**config.mk**
```make
export PLATFORM = sky130hd
export DESIGN_NAME = onewire_bus_master
export DESIGN_NICKNAME = d
export VERILOG_FILES = /design/src/design/owm_pkg.sv /design/src/design/owm_regs.sv /design/src/design/owm_seq.sv /design/src/design/onewire_bus_master.sv
export SDC_FILE = /design/constraint.sdc
export NUM_CORES = 1
export LEC_CHECK = 0
export ABC_AREA = 1
export BUFFER_PORTS_ARGS = -buffer_cell sky130_fd_sc_hd__buf_2
export CORE_MARGIN = 5
export CORE_UTILIZATION = 56
export CTS_CLUSTER_DIAMETER = 40
export DETAILED_ROUTE_END_ITERATION = 8
export PLACE_DENSITY = 0.8
export SLEW_MARGIN = 20
export SYNTH_ARGS = -nofsm -noshare
export SYNTH_HDL_FRONTEND = slang
export SYNTH_SLANG_ARGS = --single-unit
```
**constraint.sdc**
```tcl
create_clock -name clock -period 13.15 [get_ports clock]
set_input_delay 1.315 -clock clock [delete_from_list [all_inputs] [get_ports clock]]
set_output_delay 1.315 -clock clock [all_outputs]
set_load 0.01 [all_outputs]
```
**src/design/owm_pkg.sv**
```systemverilog
// owm_pkg: shared types, codes and reset values for the one-wire bus master.
// Used by owm_regs, owm_seq and onewire_bus_master; depends on nothing.
package owm_pkg;

   // Default number of bus channels
   localparam int CHANNELS_DEF = 2;

   // Command codes carried in the op field
   localparam logic [2:0] OP_TICK  = 3'd0;
   localparam logic [2:0] OP_RESET = 3'd1;
   localparam logic [2:0] OP_WBYTE = 3'd2;
   localparam logic [2:0] OP_RBYTE = 3'd3;
   localparam logic [2:0] OP_WBIT  = 3'd4;
   localparam logic [2:0] OP_RBIT  = 3'd5;

   // Configuration register indexes
   localparam logic [2:0] CSR_RESET_LOW     = 3'd0;
   localparam logic [2:0] CSR_PRESENCE_WAIT = 3'd1;
   localparam logic [2:0] CSR_RESET_TAIL    = 3'd2;
   localparam logic [2:0] CSR_SHORT_LOW     = 3'd3;
   localparam logic [2:0] CSR_READ_SAMPLE   = 3'd4;
   localparam logic [2:0] CSR_READ_REST     = 3'd5;
   localparam logic [2:0] CSR_WRITE_SLOT    = 3'd6;
   localparam logic [2:0] CSR_RECOVERY      = 3'd7;

   // Configuration register reset values
   localparam logic [9:0] RST_RESET_LOW     = 10'd600;
   localparam logic [9:0] RST_PRESENCE_WAIT = 10'd100;
   localparam logic [9:0] RST_RESET_TAIL    = 10'd380;
   localparam logic [3:0] RST_SHORT_LOW     = 4'd1;
   localparam logic [5:0] RST_READ_SAMPLE   = 6'd12;
   localparam logic [6:0] RST_READ_REST     = 7'd46;
   localparam logic [6:0] RST_WRITE_SLOT    = 7'd60;
   localparam logic [5:0] RST_RECOVERY      = 6'd2;

   // Timing configuration as seen by the sequencer
   typedef struct packed {
      logic [9:0] reset_low;
      logic [9:0] presence_wait;
      logic [9:0] reset_tail;
      logic [3:0] short_low;
      logic [5:0] read_sample;
      logic [6:0] read_rest;
      logic [6:0] write_slot;
      logic [5:0] recovery;
   } cfg_type;

   // One input item
   typedef struct packed {
      logic [2:0] op;
      logic       channel;
      logic [7:0] data_value;
      logic       line_level;
   } req_type;

   // One result item
   typedef struct packed {
      logic       drive_low;
      logic       active_channel;
      logic       done_res;
      logic       presence;
      logic [7:0] read_data;
      logic       rejected;
   } rsp_type;

   // A zero length in a one-based timing field counts as one
   function automatic logic [9:0] at_least_one(input logic [9:0] v);
      return (v == 10'd0) ? 10'd1 : v;
   endfunction

endpackage

```
**src/design/owm_regs.sv**
```systemverilog
// owm_regs: timing configuration registers of the one-wire bus master.
// Depends on owm_pkg (cfg_type, register indexes, reset values).
module owm_regs (
   input  logic             clock,
   input  logic             reset,
   input  logic             csr_wr_en,
   input  logic [2:0]       csr_index,
   input  logic [9:0]       csr_wr_data,
   output owm_pkg::cfg_type cfg
);
   import owm_pkg::*;

   cfg_type cfg_ff;
   cfg_type cfg_in;

   // Register write decode, data truncated to each field's width
   always_comb begin
      cfg_in = cfg_ff;
      if (csr_wr_en) begin
         unique case (csr_index)
            CSR_RESET_LOW:     cfg_in.reset_low     = csr_wr_data;
            CSR_PRESENCE_WAIT: cfg_in.presence_wait = csr_wr_data;
            CSR_RESET_TAIL:    cfg_in.reset_tail    = csr_wr_data;
            CSR_SHORT_LOW:     cfg_in.short_low     = csr_wr_data[3:0];
            CSR_READ_SAMPLE:   cfg_in.read_sample   = csr_wr_data[5:0];
            CSR_READ_REST:     cfg_in.read_rest     = csr_wr_data[6:0];
            CSR_WRITE_SLOT:    cfg_in.write_slot    = csr_wr_data[6:0];
            CSR_RECOVERY:      cfg_in.recovery      = csr_wr_data[5:0];
            default:           cfg_in = cfg_ff;
         endcase
      end
   end

   always_ff @(posedge clock) begin
      if (reset) begin
         cfg_ff.reset_low     <= RST_RESET_LOW;
         cfg_ff.presence_wait <= RST_PRESENCE_WAIT;
         cfg_ff.reset_tail    <= RST_RESET_TAIL;
         cfg_ff.short_low     <= RST_SHORT_LOW;
         cfg_ff.read_sample   <= RST_READ_SAMPLE;
         cfg_ff.read_rest     <= RST_READ_REST;
         cfg_ff.write_slot    <= RST_WRITE_SLOT;
         cfg_ff.recovery      <= RST_RECOVERY;
      end else begin
         cfg_ff <= cfg_in;
      end
   end

   assign cfg = cfg_ff;

endmodule

```
**src/design/owm_seq.sv**
```systemverilog
// owm_seq: slot sequencer of the one-wire bus master; advances one item per step.
// Depends on owm_pkg (req_type, rsp_type, cfg_type, op codes, at_least_one).
module owm_seq #(
   parameter int CHANNELS = owm_pkg::CHANNELS_DEF
) (
   input  logic             clock,
   input  logic             reset,
   input  logic             step,
   input  owm_pkg::req_type req,
   input  owm_pkg::cfg_type cfg,
   output owm_pkg::rsp_type rsp
);
   import owm_pkg::*;

   typedef enum logic [2:0] {
      PH_IDLE     = 3'd0,
      PH_RST_LOW  = 3'd1,
      PH_RST_WAIT = 3'd2,
      PH_RST_TAIL = 3'd3,
      PH_LOW      = 3'd4,
      PH_SAMPLE   = 3'd5,
      PH_REST     = 3'd6,
      PH_RECOVER  = 3'd7
   } phase_type;

   phase_type  phase_ff, phase_in;
   logic [9:0] tick_count_ff, tick_count_in;
   logic [2:0] bit_index_ff, bit_index_in;
   logic [7:0] shift_data_ff, shift_data_in;
   logic [2:0] command_kind_ff, command_kind_in;
   logic       channel_sel_ff, channel_sel_in;
   logic       presence_ff, presence_in;
   logic [7:0] read_latch_ff, read_latch_in;

   logic       is_read, is_byte, cur_bit;
   logic [9:0] slot_len, short_len, low_len, rest_len, phase_len;
   logic       slot_end, done, rej;

   // Command class and current bit
   assign is_read = (command_kind_ff == OP_RBYTE) || (command_kind_ff == OP_RBIT);
   assign is_byte = (command_kind_ff == OP_WBYTE) || (command_kind_ff == OP_RBYTE);
   assign cur_bit = shift_data_ff[bit_index_ff];

   // Length of the current phase in ticks
   assign slot_len  = at_least_one({3'd0, cfg.write_slot});
   assign short_len = at_least_one({6'd0, cfg.short_low});
   assign low_len   = (!is_read && !cur_bit) ? slot_len : short_len;

   always_comb begin
      if (is_read)
         rest_len = {3'd0, cfg.read_rest};
      else if (!cur_bit)
         rest_len = 10'd0;
      else if (slot_len > short_len)
         rest_len = slot_len - short_len;
      else
         rest_len = 10'd0;
   end

   always_comb begin
      unique case (phase_ff)
         PH_RST_LOW:  phase_len = at_least_one(cfg.reset_low);
         PH_RST_WAIT: phase_len = at_least_one(cfg.presence_wait);
         PH_RST_TAIL: phase_len = at_least_one(cfg.reset_tail);
         PH_LOW:      phase_len = low_len;
         PH_SAMPLE:   phase_len = at_least_one({4'd0, cfg.read_sample});
         PH_REST:     phase_len = rest_len;
         PH_RECOVER:  phase_len = {4'd0, cfg.recovery};
         default:     phase_len = 10'd1;
      endcase
   end

   // Next state for one item
   always_comb begin
      phase_in        = phase_ff;
      tick_count_in   = tick_count_ff;
      bit_index_in    = bit_index_ff;
      shift_data_in   = shift_data_ff;
      command_kind_in = command_kind_ff;
      channel_sel_in  = channel_sel_ff;
      presence_in     = presence_ff;
      read_latch_in   = read_latch_ff;
      slot_end        = 1'b0;
      done            = 1'b0;
      rej             = 1'b0;

      if (step) begin
         case (req.op) inside
            OP_TICK: begin
               if (phase_ff != PH_IDLE) begin
                  if ({1'b0, tick_count_ff} + 11'd1 < {1'b0, phase_len}) begin
                     tick_count_in = tick_count_ff + 10'd1;
                  end else begin
                     tick_count_in = 10'd0;
                     unique case (phase_ff)
                        PH_RST_LOW: phase_in = PH_RST_WAIT;
                        PH_RST_WAIT: begin
                           presence_in = !req.line_level;
                           phase_in    = PH_RST_TAIL;
                        end
                        PH_RST_TAIL: begin
                           phase_in = PH_IDLE;
                           done     = 1'b1;
                        end
                        PH_LOW: begin
                           if (is_read)
                              phase_in = PH_SAMPLE;
                           else if (rest_len == 10'd0)
                              slot_end = 1'b1;
                           else
                              phase_in = PH_REST;
                        end
                        PH_SAMPLE: begin
                           shift_data_in[bit_index_ff] = shift_data_ff[bit_index_ff]
                                                         | req.line_level;
                           if (rest_len == 10'd0)
                              slot_end = 1'b1;
                           else
                              phase_in = PH_REST;
                        end
                        PH_REST:    slot_end = 1'b1;
                        PH_RECOVER: phase_in = PH_LOW;
                        default:    phase_in = PH_IDLE;
                     endcase
                  end
               end
            end
            OP_RESET, OP_WBYTE, OP_RBYTE, OP_WBIT, OP_RBIT: begin
               if (phase_ff != PH_IDLE || 32'(req.channel) >= 32'(CHANNELS)) begin
                  rej = 1'b1;
               end else begin
                  command_kind_in = req.op;
                  channel_sel_in  = req.channel;
                  bit_index_in    = 3'd0;
                  tick_count_in   = 10'd0;
                  if (req.op == OP_RESET) begin
                     shift_data_in = 8'd0;
                     phase_in      = PH_RST_LOW;
                  end else begin
                     if (req.op == OP_WBYTE)
                        shift_data_in = req.data_value;
                     else if (req.op == OP_WBIT)
                        shift_data_in = {7'd0, req.data_value[0]};
                     else
                        shift_data_in = 8'd0;
                     phase_in = PH_LOW;
                  end
               end
            end
            default: ;
         endcase

         // End of a bit slot: next bit of a byte, or finish the command
         if (slot_end) begin
            if (is_byte && bit_index_ff != 3'd7) begin
               bit_index_in = bit_index_ff + 3'd1;
               phase_in     = (cfg.recovery == 6'd0) ? PH_LOW : PH_RECOVER;
            end else begin
               if (is_read)
                  read_latch_in = shift_data_in;
               phase_in = PH_IDLE;
               done     = 1'b1;
            end
         end
      end
   end

   // Result reflects the state after this item
   always_comb begin
      rsp.drive_low      = (phase_in == PH_RST_LOW) || (phase_in == PH_LOW);
      rsp.active_channel = channel_sel_in;
      rsp.done_res       = done;
      rsp.presence       = presence_in;
      rsp.read_data      = read_latch_in;
      rsp.rejected       = rej;
   end

   always_ff @(posedge clock) begin
      if (reset) begin
         phase_ff        <= PH_IDLE;
         tick_count_ff   <= 10'd0;
         bit_index_ff    <= 3'd0;
         shift_data_ff   <= 8'd0;
         command_kind_ff <= 3'd0;
         channel_sel_ff  <= 1'b0;
         presence_ff     <= 1'b0;
         read_latch_ff   <= 8'd0;
      end else begin
         phase_ff        <= phase_in;
         tick_count_ff   <= tick_count_in;
         bit_index_ff    <= bit_index_in;
         shift_data_ff   <= shift_data_in;
         command_kind_ff <= command_kind_in;
         channel_sel_ff  <= channel_sel_in;
         presence_ff     <= presence_in;
         read_latch_ff   <= read_latch_in;
      end
   end

endmodule

```
**src/design/onewire_bus_master.sv**
```systemverilog
// One-wire bus master, top level. Depends on owm_pkg, owm_regs and owm_seq.
//
// Usage: every item on the req_ channel is either a tick (one microsecond of
// bus time, carrying the sampled line level) or a command (reset with
// presence detect, byte write, byte read, bit write, bit read) for one
// channel. Each item gives exactly one item on the rsp_ channel with the
// line drive, active channel, done, presence, last read byte and a reject
// flag for a command that arrives while another runs or on a channel >= CHANNELS.
// An item is taken when req_valid is high and req_stall low; a result is
// taken when rsp_valid is high and rsp_stall low.
// An accepted item waits in the input register and its result in the result
// register. Throughput: one item per cycle while the result side does not
// stall; the sequencer's state update for an item is combinational logic
// between the two registers.
// Reset (synchronous) empties both registers, returns the sequencer to idle
// and loads the timing registers with their default values.
// While rsp_stall is high the result register holds; one more item may
// wait in the input register, after which req_stall rises.
// The csr_ port writes timing registers; the user must use it only while idle, as the block does not enforce this.
module onewire_bus_master #(
   parameter int CHANNELS = owm_pkg::CHANNELS_DEF
) (
   input  logic       clock,
   input  logic       reset,
   input  logic       req_valid,
   output logic       req_stall,
   input  logic [2:0] req_op,
   input  logic       req_channel,
   input  logic [7:0] req_data_value,
   input  logic       req_line_level,
   output logic       rsp_valid,
   input  logic       rsp_stall,
   output logic       rsp_drive_low,
   output logic       rsp_active_channel,
   output logic       rsp_done_res,
   output logic       rsp_presence,
   output logic [7:0] rsp_read_data,
   output logic       rsp_rejected,
   input  logic       csr_wr_en,
   input  logic [2:0] csr_index,
   input  logic [9:0] csr_wr_data
);
   import owm_pkg::*;

   cfg_type cfg;
   req_type req_ff, req_in;
   logic    in_valid_ff, in_valid_in;
   rsp_type rsp_ff, seq_rsp;
   logic    rsp_valid_ff, rsp_valid_in;
   logic    out_ready, in_take, step;

   // Handshake: result register frees up, input register moves forward
   assign out_ready   = !rsp_valid_ff || !rsp_stall;
   assign req_stall   = in_valid_ff && !out_ready;
   assign in_take     = req_valid && !req_stall;
   assign step        = in_valid_ff && out_ready;
   assign in_valid_in = in_take || (in_valid_ff && !step);
   assign rsp_valid_in = step || (rsp_valid_ff && rsp_stall);

   always_comb begin
      req_in            = req_ff;
      if (in_take) begin
         req_in.op         = req_op;
         req_in.channel    = req_channel;
         req_in.data_value = req_data_value;
         req_in.line_level = req_line_level;
      end
   end

   owm_regs u_regs (
      .clock       (clock),
      .reset       (reset),
      .csr_wr_en   (csr_wr_en),
      .csr_index   (csr_index),
      .csr_wr_data (csr_wr_data),
      .cfg         (cfg)
   );

   owm_seq #(
      .CHANNELS (CHANNELS)
   ) u_seq (
      .clock (clock),
      .reset (reset),
      .step  (step),
      .req   (req_ff),
      .cfg   (cfg),
      .rsp   (seq_rsp)
   );

   // Input and result registers
   always_ff @(posedge clock) begin
      if (reset) begin
         in_valid_ff  <= 1'b0;
         rsp_valid_ff <= 1'b0;
      end else begin
         in_valid_ff  <= in_valid_in;
         rsp_valid_ff <= rsp_valid_in;
      end
   end

   always_ff @(posedge clock) begin
      req_ff <= req_in;
      if (step)
         rsp_ff <= seq_rsp;
   end

   assign rsp_valid          = rsp_valid_ff;
   assign rsp_drive_low      = rsp_ff.drive_low;
   assign rsp_active_channel = rsp_ff.active_channel;
   assign rsp_done_res       = rsp_ff.done_res;
   assign rsp_presence       = rsp_ff.presence;
   assign rsp_read_data      = rsp_ff.read_data;
   assign rsp_rejected       = rsp_ff.rejected;

   // A finished command leaves the line released
   a_done_released: assert property (@(posedge clock) disable iff (reset)
      rsp_valid_ff && rsp_ff.done_res |-> !rsp_ff.drive_low)
      else $error("done result still drives the line low");

   // A finishing item is never a rejected command
   a_done_not_rej: assert property (@(posedge clock) disable iff (reset)
      rsp_valid_ff && rsp_ff.done_res |-> !rsp_ff.rejected)
      else $error("result both done and rejected");

   // Input backpressure only when an item is held and the result side is blocked
   a_stall_cause: assert property (@(posedge clock) disable iff (reset)
      req_stall |-> in_valid_ff && rsp_valid_ff && rsp_stall)
      else $error("input stalled without a blocked result");

   // Each step produces a valid result in the next cycle
   a_step_result: assert property (@(posedge clock) disable iff (reset)
      step |=> rsp_valid_ff)
      else $error("stepped item produced no result");

endmodule

```
# ---- Word level (Yosys, flattened, before mapping)
# Cells that the tools add are included.
dict set report word_totals {
  register_bits 125
  input_bits 31
}
dict set report classes {
  n_eq_ne 27
  reduce_logical 46
  n_addsub 4
  bitwise_logic 4
  order_cmp 4
  n_mux 75
}
# operator n
set ops {}
lappend ops {{$mux W10} 12}
lappend ops {{$mux W8} 12}
lappend ops {{$pmux W10 S7} 1}
lappend ops {{$mux W3} 16}
lappend ops {{$logic_not A10 Y1} 4}
lappend ops {{$eq A3 B3 Y1 const B} 12}
lappend ops {{$mux W1} 25}
lappend ops {{$eq A3 B2 Y1 const B} 8}
lappend ops {{$pmux W3 S6} 1}
lappend ops {{$reduce_and A2 Y1} 8}
lappend ops {{$eq A3 B1 Y1 const B} 4}
lappend ops {{$logic_not A6 Y1} 2}
lappend ops {{$add A10 B1 Y11 const B} 1}
lappend ops {{$lt A11 B10 Y1} 1}
lappend ops {{$add A10 B1 Y10 const B} 1}
lappend ops {{$gt A10 B10 Y1} 1}
lappend ops {{$sub A10 B10 Y10} 1}
lappend ops {{$bwmux W8} 1}
lappend ops {{$logic_and A1 B1 Y1} 8}
lappend ops {{$logic_not A1 Y1} 8}
lappend ops {{$reduce_and A4 Y1} 2}
lappend ops {{$logic_not A7 Y1} 1}
lappend ops {{$mux W7} 1}
lappend ops {{$logic_not A3 Y1} 2}
lappend ops {{other kinds (20)} 27}

# ---- Longest topological paths before layout
# Gate-level depths: netlist (run 1).
dict set report depth {
  word_depth 18
  depth_mapped 32
}

# ---- Cells and area by module
# From an unflattened synthesis (run 1), not the netlist that was laid out.
dict set report unflattened {
  cells_unflattened 999
  area_unflattened_um2 6869.1
}
# module area_per_inst_um2 cells_per_inst instances seq_area_each_um2
set by_module_without_submodules {}
lappend by_module_without_submodules {owm_seq 3698.5 633 1 740.7}
lappend by_module_without_submodules {owm_regs 2298.5 328 1 1201.2}
lappend by_module_without_submodules {onewire_bus_master 872.1 38 1 820.8}

# ---- Least setup slack after synthesis (run 1)
# No wires, ideal clock.
dict set report synth_path {
  path_kind {register -> register}
  startpoint {register u_regs.cfg_ff (netlist bit u_regs.cfg[11])}
  endpoint {register rsp_ff (netlist bit rsp_read_data[5]) (data pin)}
  synth_period_minus_slack_ns 4.130
  stages_incl_launch_ff 29
  setup_ns 0.254
  required_ns 12.896
  arrival_ns 3.876
  slack_ns 9.020
  cell_sequence {dfxtp_1 inv_2 nand2_1 nor2_1 a21oi_1 ha_1 fa_1 inv_1 nand2_1 nand2_1 nand2_1 o21ai_2 nand3_1 o21a_2 o21ai_0 a2111oi_0 ha_1 nand2_1 nor2_1 a211oi_1 o21ai_0 inv_1 nand2_2 nand4_4 nor3_4 buf_6 nand2_2 o21ai_2 inv_1}
}
# item line
set synth_lines {}
lappend synth_lines {{start, declared} owm_regs.sv:13} ;# cfg_type cfg_ff;
lappend synth_lines {{start signal, assigned} owm_regs.sv:45} ;# cfg_ff <= cfg_in;
lappend synth_lines {{end signal, assigned} onewire_bus_master.sv:104} ;# rsp_ff <= seq_rsp;
lappend synth_lines {{end, declared} onewire_bus_master.sv:48} ;# rsp_type rsp_ff, seq_rsp;

==> summary.md, run 1 <==
| Metric | Value |
|---|---|
| Status | completed |
| Total grt overflow | 0 |
| Reg2reg start | u_regs.cfg[11] |
| WS Path Type | register to register |
| RSZ-0062 raised after global routing | no |
| Largest area contributor in the netlist | dfxtp_1 |
| CP max FO | 23 |
| Hold Path Cell Cnt | 2 |
| Rows | 40 |
| Final Max Tran Viols | 0 |
| Final hold violations | 0 |
| VDD IR max | between 0.2 and 0.25 mV |
| Die W | roughly 120 um |
| Worst setup SP type | register |
| M1 GR Usage | 34.30% |
| Proportion of layout cells with a drive suffix above 1 | 13.77% |
| Routed Antenna Nets | 0 |
| Vias in the first global route | around 5.8k |
| Worst hold slack | 456.0 ps |
| Synth cell types | between 50 and 60 |
| Clock transition at path regs | roughly 60 ps |
| Synthesized instance count | about 940 |
| # DRC | 0 |
| Root Driver | clkbuf_16 |
| Fin Clk Skew | 6.723 ps |
| Max Cap Viol | 0 |
| Starting DRT DRC Count | between 700 and 800 |
| P_leak | ~3.4 nW |
| Post-placement cell count | roughly 1.1k |
| Worst hold start | u_regs.cfg[16] |
| Max H-tree Level | 4 |
| Skew-Pair Late Insertion Delay | ~430 ps |
| Met2 usage | between 30 and 40% |
| Worst slew margin | between 40% and 50% |
| Post-CTS Hold Buffers | 0 |
| CTS buffer count | 17 |
| Reg2Reg Depth | 27 |
| CP max-delay cell | nor3_4 |
| Met3 Track Usage GR | under 10% |
| I/O pin total | between 40 and 50 |
| Input/output buffers | 45 |
| Worst setup EP type | register |
| DR pass1 iterations | 6 |
| Largest net degree at the start of global routing | 63 |
| HP Class | register to register |
| Post-DP HPWL | ~12,000 um |
| Vias per cell | between 5 and 6 |
| Post-CTS Resized | 0 |
| Synthesized area per cell | 7.188 sq um |
| Drt total wl | roughly 17,000 um |
| R2R Setup Slk | ~7800 ps |
| CP max stage delay | ~660 ps |
| Yosys warns | 0 |
| Synthesis-to-layout area growth | 13.41% |
| Fin crit share | about 40% |
| Syn_nets | between 900 and 1k |
| Final setup fails | 0 |
| Longest Clk Path Bufs | 2 |
| Die H | between 100 and 150 um |
| Grt peak-use layer | met2 |
| Via count | 6,417 |
| Hold Path Sink | u_regs.cfg[16] |
| Worst Path Required | ~13,000 ps |
| Min Tclk post-route | 5333 ps |
| Register area share after synthesis | roughly two fifths |
| Post-route setup TNS | 0 ps |
| Worst path arrival time | 5520 ps |
| Most common cell on crit path | nand2_1 |
| Final-stage net count | slightly above 1k |
| Clock Sinks | around 130 |
| Die area | about 14,000 sq um |
| Core region area | 11,910 sq um |
| First-pass GRT wire length | ~29,000 um |
| R2r endpoint | rsp_read_data[1] |
| Post-Syn Area | slightly below 7000 sq um |
| Global Route Usage Sum | approximately 25% |
| Worst slew pin tran | ~860 ps |
| Initial antenna violation count | 0 |
| Synth Register Bits | between 100 and 150 |
| Post-synth top area share | about 30% |
| # diodes | 0 |
| Fmax | ~190 MHz |
| Finished Layout Cells | 1,135 |
| DR WL/cell | about 15 um |
| Synth area leaders | dfxtp_1 29%, edfxtp_1 12%, nand2_1 11% |
| Routability cong. | roughly 0.94 |
| Setup Fix Bufs, Post-CTS | 0 |
| Power Density | around 130 nW/um^2 |
| Initial Util | ~57% |
| CTS tree | done |
## layer usage
| metal | share of wire [%] | wire [um] | vias up |
|---|---|---|---|
| li1 | - | - | 3169 |
| met1 | 44 | 7730 | 2900 |
| met2 | 43 | 7512 | 305 |
| met3 | 9.5 | 1650 | 43 |
| met4 | 3.1 | 539 | 0 |
| met5 | 0 | 0 | - |
## logic make-up (layout without fill, tap and decap cells)
kind of cell / Yosys count / in the layout / synth area share, %
mux: 1 / 1 / 0.1480
compound gates: 180 / 180 / 15.41
xor+xnor: 9 / 9 / 1.165
buf+inv: 149 / 196 / 8.990
flops: 125 / 125 / 40.84
simple gates: 459 / 459 / 30.00
fa+ha+maj: 18 / 18 / 3.441
## power by group
group          switching (mW)  internal [mW]
registers             0.00948          0.406
clock network           0.171          0.332
logic                  0.0735         0.0309
total                   0.254          0.770
## cell usage after synthesis, drive strengths merged
library cell	number
o2111ai	1
dfxtp	99
and3	1
o31ai	1
a31oi	3
nand3b	1
a21oi	51
a32o	1
o22ai	4
nand2	213
a211oi	1
or2	1
nand3	77
xor2	9
nor3b	1
nor3	12
o211ai	13
nand4	12
a221oi	2
nor4	1
o21a	2
edfxtp	26
o21ai	93
clkbuf	24
inv	109
ha	17
clkinv	6
a2111oi	4
o311ai	1
mux2i	1
a22oi	3
fa	1
buf	10
nor2	140
## per-stage QoR
step | setup WS [ps] | utilization (%) | instance area, sq um | power (mW)
global route | 7464 | 64.40 | 7671 | 1.060
finish | 7817 | 64.40 | 7671 | 1.023
floorplan | 9020 | - | 6764 | 0.4988
global placement | 8159 | 59.05 | 7034 | 0.5228
CTS | 7889 | 64.40 | 7671 | 1.024
detailed placement | 7910 | 59.05 | 7034 | 0.5251
## cell type report
class	count	area [sq um]
clock buffers	21	471.7
clock inverters	11	165.2
fillers	1035	4240
inverters	115	436.7
multi-input cells	667	3396
flip-flops and latches	125	2763
well taps	147	183.9
repair buffers	49	255.2
## cells in the final DEF (no fill, tap or decap), types with 6 or more instances in the layout
| cell | netlist | layout |
|---|---|---|
| a21oi_1 | 51 | 51 |
| clkinv_1 | 6 | 6 |
| o211ai_1 | 12 | 12 |
| inv_1 | 101 | 101 |
| nor3_1 | 9 | 9 |
| xor2_1 | 9 | 9 |
| clkbuf_16 | 0 | 18 |
| o21ai_0 | 79 | 79 |
| edfxtp_1 | 26 | 26 |
| ha_1 | 17 | 17 |
| nor2_1 | 129 | 128 |
| nor2_2 | 10 | 11 |
| nand3_1 | 71 | 71 |
| buf_2 | 2 | 45 |
| o21ai_2 | 11 | 11 |
| nand2_2 | 12 | 12 |
| inv_2 | 7 | 7 |
| nand4_1 | 11 | 11 |
| dfxtp_1 | 99 | 99 |
| nand2_1 | 199 | 199 |
| nand3_2 | 6 | 6 |
## how the worst max path moves through the flow
stage | to | cells after the start | startpoint
final | rsp_read_data[1] | 27 | u_regs.cfg[11]
after global routing | rsp_read_data[0] | 27 | u_regs.cfg[11]
after CTS | rsp_read_data[3] | 27 | u_regs.cfg[11]
after detailed placement | rsp_read_data[3] | 27 | u_regs.cfg[12]
after global placement | rsp_read_data[4] | 27 | u_regs.cfg[11]
after floorplan | rsp_read_data[5] | 28 | u_regs.cfg[11]
## registers in the layout (all words and copies together) (netlist names)
name and cells:
req_ff 13, rsp_done_res 1, u_seq.channel_sel_ff 1, rsp_rejected 1
in_valid_ff 1, u_seq.command_kind_ff 3, u_seq.shift_data_ff 8, rsp_drive_low 1
u_seq.read_latch_ff 8, u_regs.cfg 60, u_seq.tick_count_ff 10, rsp_presence 1
rsp_valid 1, rsp_read_data 8, rsp_active_channel 1, u_seq.presence_ff 1
u_seq.bit_index_ff 3, u_seq.phase_ff 3
## critical path: cells and delay by family, from the launching register on
| family | cells | cell delay (ps) |
|---|---|---|
| AND/OR/NAND/NOR | 12 | 2220 |
| buffers and inverters | 4 | 300 |
| flip-flops | 1 | 340 |
| adder cells (fa/ha/maj) | 3 | 940 |
| AO/OA/AOI/OAI | 8 | 1290 |
No activity file was read; power rests on OpenSTA's default activity.
==> run 2: changes to the inputs <==
CORE_UTILIZATION = 55   (was 56)
PLACE_DENSITY = 0.81   (was 0.8)
clock period = 4.3 ns   (was 13.15 ns; I/O delays follow)
==> run 2 against run 1 <==
Global-route usage grew 0.38 points. First-iteration DRC count fell by 13%. Combinational power rose to 4.1 times the previous value. Non-clock buffer count is 42 higher. Core utilization up 3.9 points. Register-to-register slack lost 7800 ps. Count of clock-buffer cells in the layout shrank 3. Power increased to 3.2 times the previous value. Setup slack lost 7800 ps. Critical path type unchanged. Largest cell class unchanged. Largest power group unchanged.
==> summary.md, run 2 (synthesized netlist as in run 1, its figures left out) <==
| Metric | Value |
|---|---|
| Status | completed |
| Most common cell on crit path | nand2_2 |
| # DRC | 0 (unchanged) |
| Hold Path Cell Cnt | 1 (-1) |
| Synthesis-to-layout area growth | 21.33% |
| Routed Antenna Nets | 0 (unchanged) |
| Die W | 120.9 um (+0.83%) |
| First-pass GRT wire length | 29,720 um (+4.2%) |
| Die H | 120.9 um (+0.83%) |
| Placed instance area | 7219 sq um (+2.6%) |
| Proportion of layout cells with a drive suffix above 1 | 20.56% (+6.8 points) |
| Crit path depth | 31 (+15%) |
| Reg2Reg Depth | 31 (+15%) |
| Final Max Tran Viols | 0 (unchanged) |
| Largest net degree at the start of global routing | 71 (+13%) |
| Worst hold start | req_channel |
| Bufs and invs on worst path | 8 (+4) |
| Worst setup EP type | register |
| Input/output buffers | 45 (unchanged) |
| Vias in the first global route | 6,201 (+6.5%) |
| Clock transition at path regs | 60 ps (about the same) |
| Via count | 6,801 (+6.0%) |
| Die area | 14,620 sq um (+1.7%) |
| CTS tree | done |
| Reg2reg start | u_regs.cfg[11] |
| Most common cell after layout, fill and taps aside | nand2_1 |
| Total grt overflow | 0 (unchanged) |
| Min setup slack post-route | 8.314 ps (-7808 ps) |
| Worst setup SP type | register |
| Power Density | 392.9 nW/um^2 (+190%) |
| CTS buffer count | 17 (unchanged) |
| Final hold violations | 0 (unchanged) |
| R2R Setup Slk | 8 ps (-7810 ps) |
| VDD IR max | 0.3553 mV (+68%) |
| Pre-CTS setup slack | -85.20 ps (-7995 ps) |
| Initial Util | 56.31% (-0.47 points) |
| CP max stage delay | 370 ps (-290 ps) |
| HP Class | input pin to register |
| CP max FO | 8 (-65%) |
| Worst slew pin tran | 830.0 ps (-32.19 ps) |
| Worst slew margin | 44.46% (+2.0 points) |
| Root Driver | clkbuf_16 |
| CP max-delay cell | ha_1 |
| # diodes | 0 (unchanged) |
| Max Cap Viol | 0 (unchanged) |
| P_leak | 3.653 nW (+7.0%) |
| Fill count | 945 (-8.7%) |
| Crit path max-delay family | simple AND/OR/NAND/NOR gates |
| Fmax | 233.0 MHz (+24%) |
| Worst Path Required | 4470 ps (-8860 ps) |
| Largest register FFs | 60 (unchanged) |
| Max H-tree Level | 4 (unchanged) |
| Post-DP HPWL | 12,460 um (+1.9%) |
| Worst path arrival time | 4470 ps (-1050 ps) |
| Initial antenna violation count | 0 (unchanged) |
| Post-CTS Hold Buffers | 0 (unchanged) |
| Final-stage net count | 1,067 (+4.2%) |
| Rows | 40 (unchanged) |
| Longest Clk Path Bufs | 2 (unchanged) |
| WS Path Type | register to register |
| Cell area after layout | 8207 sq um (+7.0%) |
| Min Tclk post-route | 4292 ps (-1042 ps) |
| Skew-Pair Late Insertion Delay | 420 ps (about the same) |
| Most frequent cells in the layout | 189 x nand2_1, 126 x nor2_1, 99 x inv_1, 96 x dfxtp_1, 75 x o21ai_0 |
| Starting DRT DRC Count | 651 (-13%) |
| Fin crit share | 99.81% (+59 points) |
| Global Route Usage Sum | 25.38% (+0.38 points) |
| Routability cong. | 0.9872 (+5.1%) |
| Final setup fails | 0 (unchanged) |
| I/O pin total | 46 (unchanged) |
| Crit path from | u_regs.cfg[11] |
| DR WL/cell | 16.50 um (+7.4%) |
| Fin Clk Skew | 9.048 ps (+2.325 ps) |
| Drt total wl | 19,440 um (+12%) |
| Vias per cell | 5.773 (+2.1%) |
| Core region area | 12,010 sq um (+0.84%) |
| Clock Sinks | 125 (unchanged) |
| DR pass1 iterations | 5 (-1) |
==> run 2: cell types whose count changed in the layout (fill, tap and decap cells not counted), sizes merged <==
cell / change
nand2: +1
buf: +41
bufinv: -1
inv: +4
clkbuf: -2
==> run 2: cell type report <==
cell class                      instances  area, sq um  share of cell area [%]
Inverter                              115        440.4                   5.367
Clock inverter                         14        178.9                   2.180
Tap cell                              147        183.9                   2.241
Clock buffer                           18        450.4                   5.489
Timing Repair Buffer                   91        633.1                   7.715
Multi-Input combinational cell        668         3553                   43.30
Sequential cell                       125         2766                   33.71
==> run 2: worst paths after layout <==
path | endpoint
worst max-delay path | rsp_read_data[0]
worst min-delay path | req_ff[9]
worst max register to register | rsp_read_data[0]
worst min register to register | u_regs.cfg[20]
==> run 2: where the power goes <==
group | switching [mW] | internal [mW]
Clock | 0.573 | 0.955
Combinational | 0.264 | 0.159
Sequential | 0.0308 | 1.24
==> run 2: what timing repair did <==
item / 4_1_cts / 5_1_grt
setup endpoints to repair: 20 / 43
cloned: 0 / 2
gates resized for setup: 2 / 46
pin swaps: 3 / 19
setup buffers: 1 / 17
==> run 2: stage by stage <==
step / setup TNS, ps / cells / total power, mW / hold WS (ps) / util (%)
floorplan: 0 / 941 / 1.525 / 429.2 / -
global placement: -4.377 / 1126 / 1.625 / 447.0 / 60.10
detailed placement: -574.5 / 1126 / 1.632 / 449.1 / 60.10
CTS: 0 / 1159 / 3.140 / 172.1 / 65.49
global route: -2099 / 1178 / 3.324 / 168.7 / 68.32
finish: 0 / 1178 / 3.224 / 180.2 / 68.32
==> run 2: per-layer routing <==
| layer | vias up | global-route usage [%] | wire length, um |
|---|---|---|---|
| li1 | 3257 | - | - |
| met1 | 3132 | 34.39 | 8157 |
| met2 | 353 | 39.15 | 9052 |
| met3 | 59 | 5.874 | 1661 |
| met4 | 0 | 10.27 | 568 |
| met5 | - | 0 | 0 |
==> run 3: changes to the inputs <==
CELL_PAD_IN_SITES_DETAIL_PLACEMENT = 1   (was unset)
CELL_PAD_IN_SITES_GLOBAL_PLACEMENT = 1   (was unset)
CORE_UTILIZATION = 40   (was 55)
==> run 3 against run 2 <==
The run now ends with negative setup slack left. First-iteration DRC count is 28% lower. Largest power group unchanged. Final cell count is 7.5% higher. Non-clock buffer count is 16 higher. Combinational power is 2% lower. Die area is 34% higher. Count of clock-buffer cells in the layout is 1 lower. Setup slack worse by 72 ps. Sequential cell count stayed put.
==> summary.md, run 3 (synthesized netlist as in run 1, its figures left out) <==
| Metric | Value |
|---|---|
| Post-DP HPWL | 15,340 um (+23%) |
| HP Class | input pin to register |
| Final hold violations | 0 (unchanged) |
| Die W | 140.0 um (+16%) |
| Root Driver | clkbuf_16 |
| # DRC | 0 (unchanged) |
| DR pass1 iterations | 5 (unchanged) |
| Starting DRT DRC Count | 469 (-28%) |
| Switching part of the total | 27.42% (+0.51 points) |
| Worst path arrival time | 4550 ps (+80 ps) |
| WS Path Type | register to register |
| Fmax | 229.2 MHz (-1.6%) |
| Final setup fails | 9 (+9) |
| Final-stage net count | 1,082 (+1.4%) |
| Max Cap Viol | 0 (unchanged) |
| P_leak | 3.754 nW (+2.8%) |
| Vias in the first global route | 7,001 (+13%) |
| Worst slew pin tran | 897.3 ps (+67.23 ps) |
| Via count | 6,864 (+0.93%) |
| Psw | 0.8913 mW (+2.7%) |
| Largest net degree at the start of global routing | 71 (unchanged) |
| Final Max Tran Viols | 0 (unchanged) |
| Clock power frac | 48.0% (+0.6 points) |
| Logic gate share of total power | 12.7% (-0.4 points) |
| First-pass GRT wire length | 37,070 um (+25%) |
| Clock Sinks | 125 (unchanged) |
| Min setup slack post-route | -63.42 ps (-71.73 ps) |
| Worst slew margin | 39.96% (-4.5 points) |
| # diodes | 0 (unchanged) |
| Largest register FFs | 60 (unchanged) |
| Proportion of layout cells with a drive suffix above 1 | 24.38% (+3.8 points) |
| Power Density | 379.7 nW/um^2 (-3.4%) |
| Core region area | 16,580 sq um (+38%) |
| Sequential share of power | 39.2% (-0.3 points) |
| Die H | 140.0 um (+16%) |
| Vias per cell | 5.422 (-6.1%) |
| Drt total wl | 23,830 um (+23%) |
| CTS tree | done |
| Clock transition at path regs | 60 ps (about the same) |
| DR WL/cell | 18.82 um (+14%) |
| Rows | 47 (+18%) |
| Longest Clk Path Bufs | 2 (unchanged) |
| Most common cell after layout, fill and taps aside | nand2_1 |
| Post-CTS Hold Buffers | 0 (unchanged) |
| Initial Util | 40.79% (-16 points) |
| Worst setup SP type | register |
| Fin crit share | 101.5% (+1.7 points) |
| Die area | 19,610 sq um (+34%) |
| Worst setup EP type | register |
| Worst Path Required | 4480 ps (about the same) |
| Min Tclk post-route | 4363 ps (+71.73 ps) |
| Max H-tree Level | 4 (unchanged) |
| Total grt overflow | 0 (unchanged) |
| Status | finished with violations |
| I/O pin total | 46 (unchanged) |
| Input/output buffers | 45 (unchanged) |
| Skew-Pair Late Insertion Delay | 430 ps (about the same) |
| RSZ-0062 raised after global routing | yes |
| CP max FO | 8 (unchanged) |
| Initial antenna violation count | 0 (unchanged) |
| CTS buffer count | 17 (unchanged) |
| Finished Core Util | 51.62% (-17 points) |
| VDD IR max | 0.3143 mV (-12%) |
| Routed Antenna Nets | 0 (unchanged) |
| Routability cong. | 0.8914 (-9.7%) |
| Most frequent cells in the layout | 181 x nand2_1, 122 x nor2_1, 97 x dfxtp_1, 92 x inv_1, 74 x o21ai_0 |
| Pre-CTS setup slack | -166.0 ps (-80.81 ps) |
| Fin Clk Skew | 7.466 ps (-1.582 ps) |
| Synthesis-to-layout area growth | 26.56% |
| Internal Power | 2.359 mW (+0.11%) |
| Global Route Usage Sum | 23.45% (-1.9 points) |
| Failing checks | negative setup slack |
[run 3: cell types whose count changed in the layout (fill, tap and decap cells not counted), moves of 3 or more]
cell and change:
buf_4 +14, nand2_1 -8, inv_1 -7, inv_2 +7
buf_6 +5, nand2_4 +5, nor2_1 -4, nand3_1 -3
nand3_2 +3, o21ai_1 -3
[run 3: power groups by stage]
stage               Combinational (mW)  Sequential, mW  Clock, mW
global placement                 0.351            1.30          0
global route                     0.453            1.28       1.64
CTS                              0.384            1.27       1.57
floorplan                        0.236            1.29          0
detailed placement               0.361            1.30          0
finish                           0.414            1.27       1.56
[run 3: per-stage QoR]
stage / area (sq um) / instances / total power, mW / setup TNS, ps / hold slack, ps
after floorplan: 6764 / 941 / 1.525 / 0 / 429.2
after detailed placement: 7381 / 1206 / 1.657 / -2966 / 465.3
after CTS: 8287 / 1262 / 3.227 / 0 / 165.6
final: 8561 / 1266 / 3.251 / -457.7 / 173.4
after global placement: 7381 / 1206 / 1.646 / -35.73 / 451.3
after global routing: 8561 / 1266 / 3.369 / -4526 / 161.5
[run 3: repair_timing]
| item | 4_1_cts | 5_1_grt |
|---|---|---|
| gates cloned | 1 | 0 |
| endpoints found under the setup margin | 36 | 44 |
| gates resized for setup | 15 | 81 |
| pin swaps | 9 | 29 |
| buffers inserted | 23 | 8 |
| endpoints found under the hold margin | 0 | 0 |
[run 3: final timing paths]
kind	from	endpoint	slack, ps	cells past startpoint
setup / recovery	u_regs.cfg[9]	rsp_read_data[5]	-60	24
hold / removal	req_data_value[0]	req_ff[1]	170	1
setup reg to reg	u_regs.cfg[9]	rsp_read_data[5]	-60	24
hold reg to reg	u_seq.command_kind_ff[0]	u_seq.command_kind_ff[0]	470	2
[run 3: metal layers]
| metal | global-route usage (%) | up-vias | wire (um) |
|---|---|---|---|
| met5 | 0 | - | 0 |
| met4 | 6.935 | 0 | 464 |
| met3 | 3.476 | 43 | 969 |
| met2 | 38.92 | 149 | 11520 |
| met1 | 31.76 | 3383 | 10870 |
| li1 | - | 3289 | - |
[run 3: worst max-delay path, stage by stage (launching register included)]
cell and delay [ps]:
dfxtp_1 350, nor3_4 240, a21oi_4 100, ha_4 180, fa_2 370, inv_2 80
nand2_2 70, nand2_2 100, nand2_4 70, o21ai_4 190, nand4_1 260, o211ai_1 370
inv_2 110, ha_4 290, nand3_2 50, and3_1 180, o21ai_1 110, inv_1 110
nand2_4 150, nand4_4 110, nor3_4 240, buf_12 200, nand2_4 70, o21ai_4 70
inv_1 60
[run 3: final cells by class]
class / instances / area [sq um]
fillers: 2110 / 8023
clock inverters: 15 / 210.2
flip-flops and latches: 125 / 2765
multi-input cells: 667 / 3715
repair buffers: 107 / 729.5
inverters: 115 / 440.4
clock buffers: 17 / 425.4
well taps: 220 / 275.3
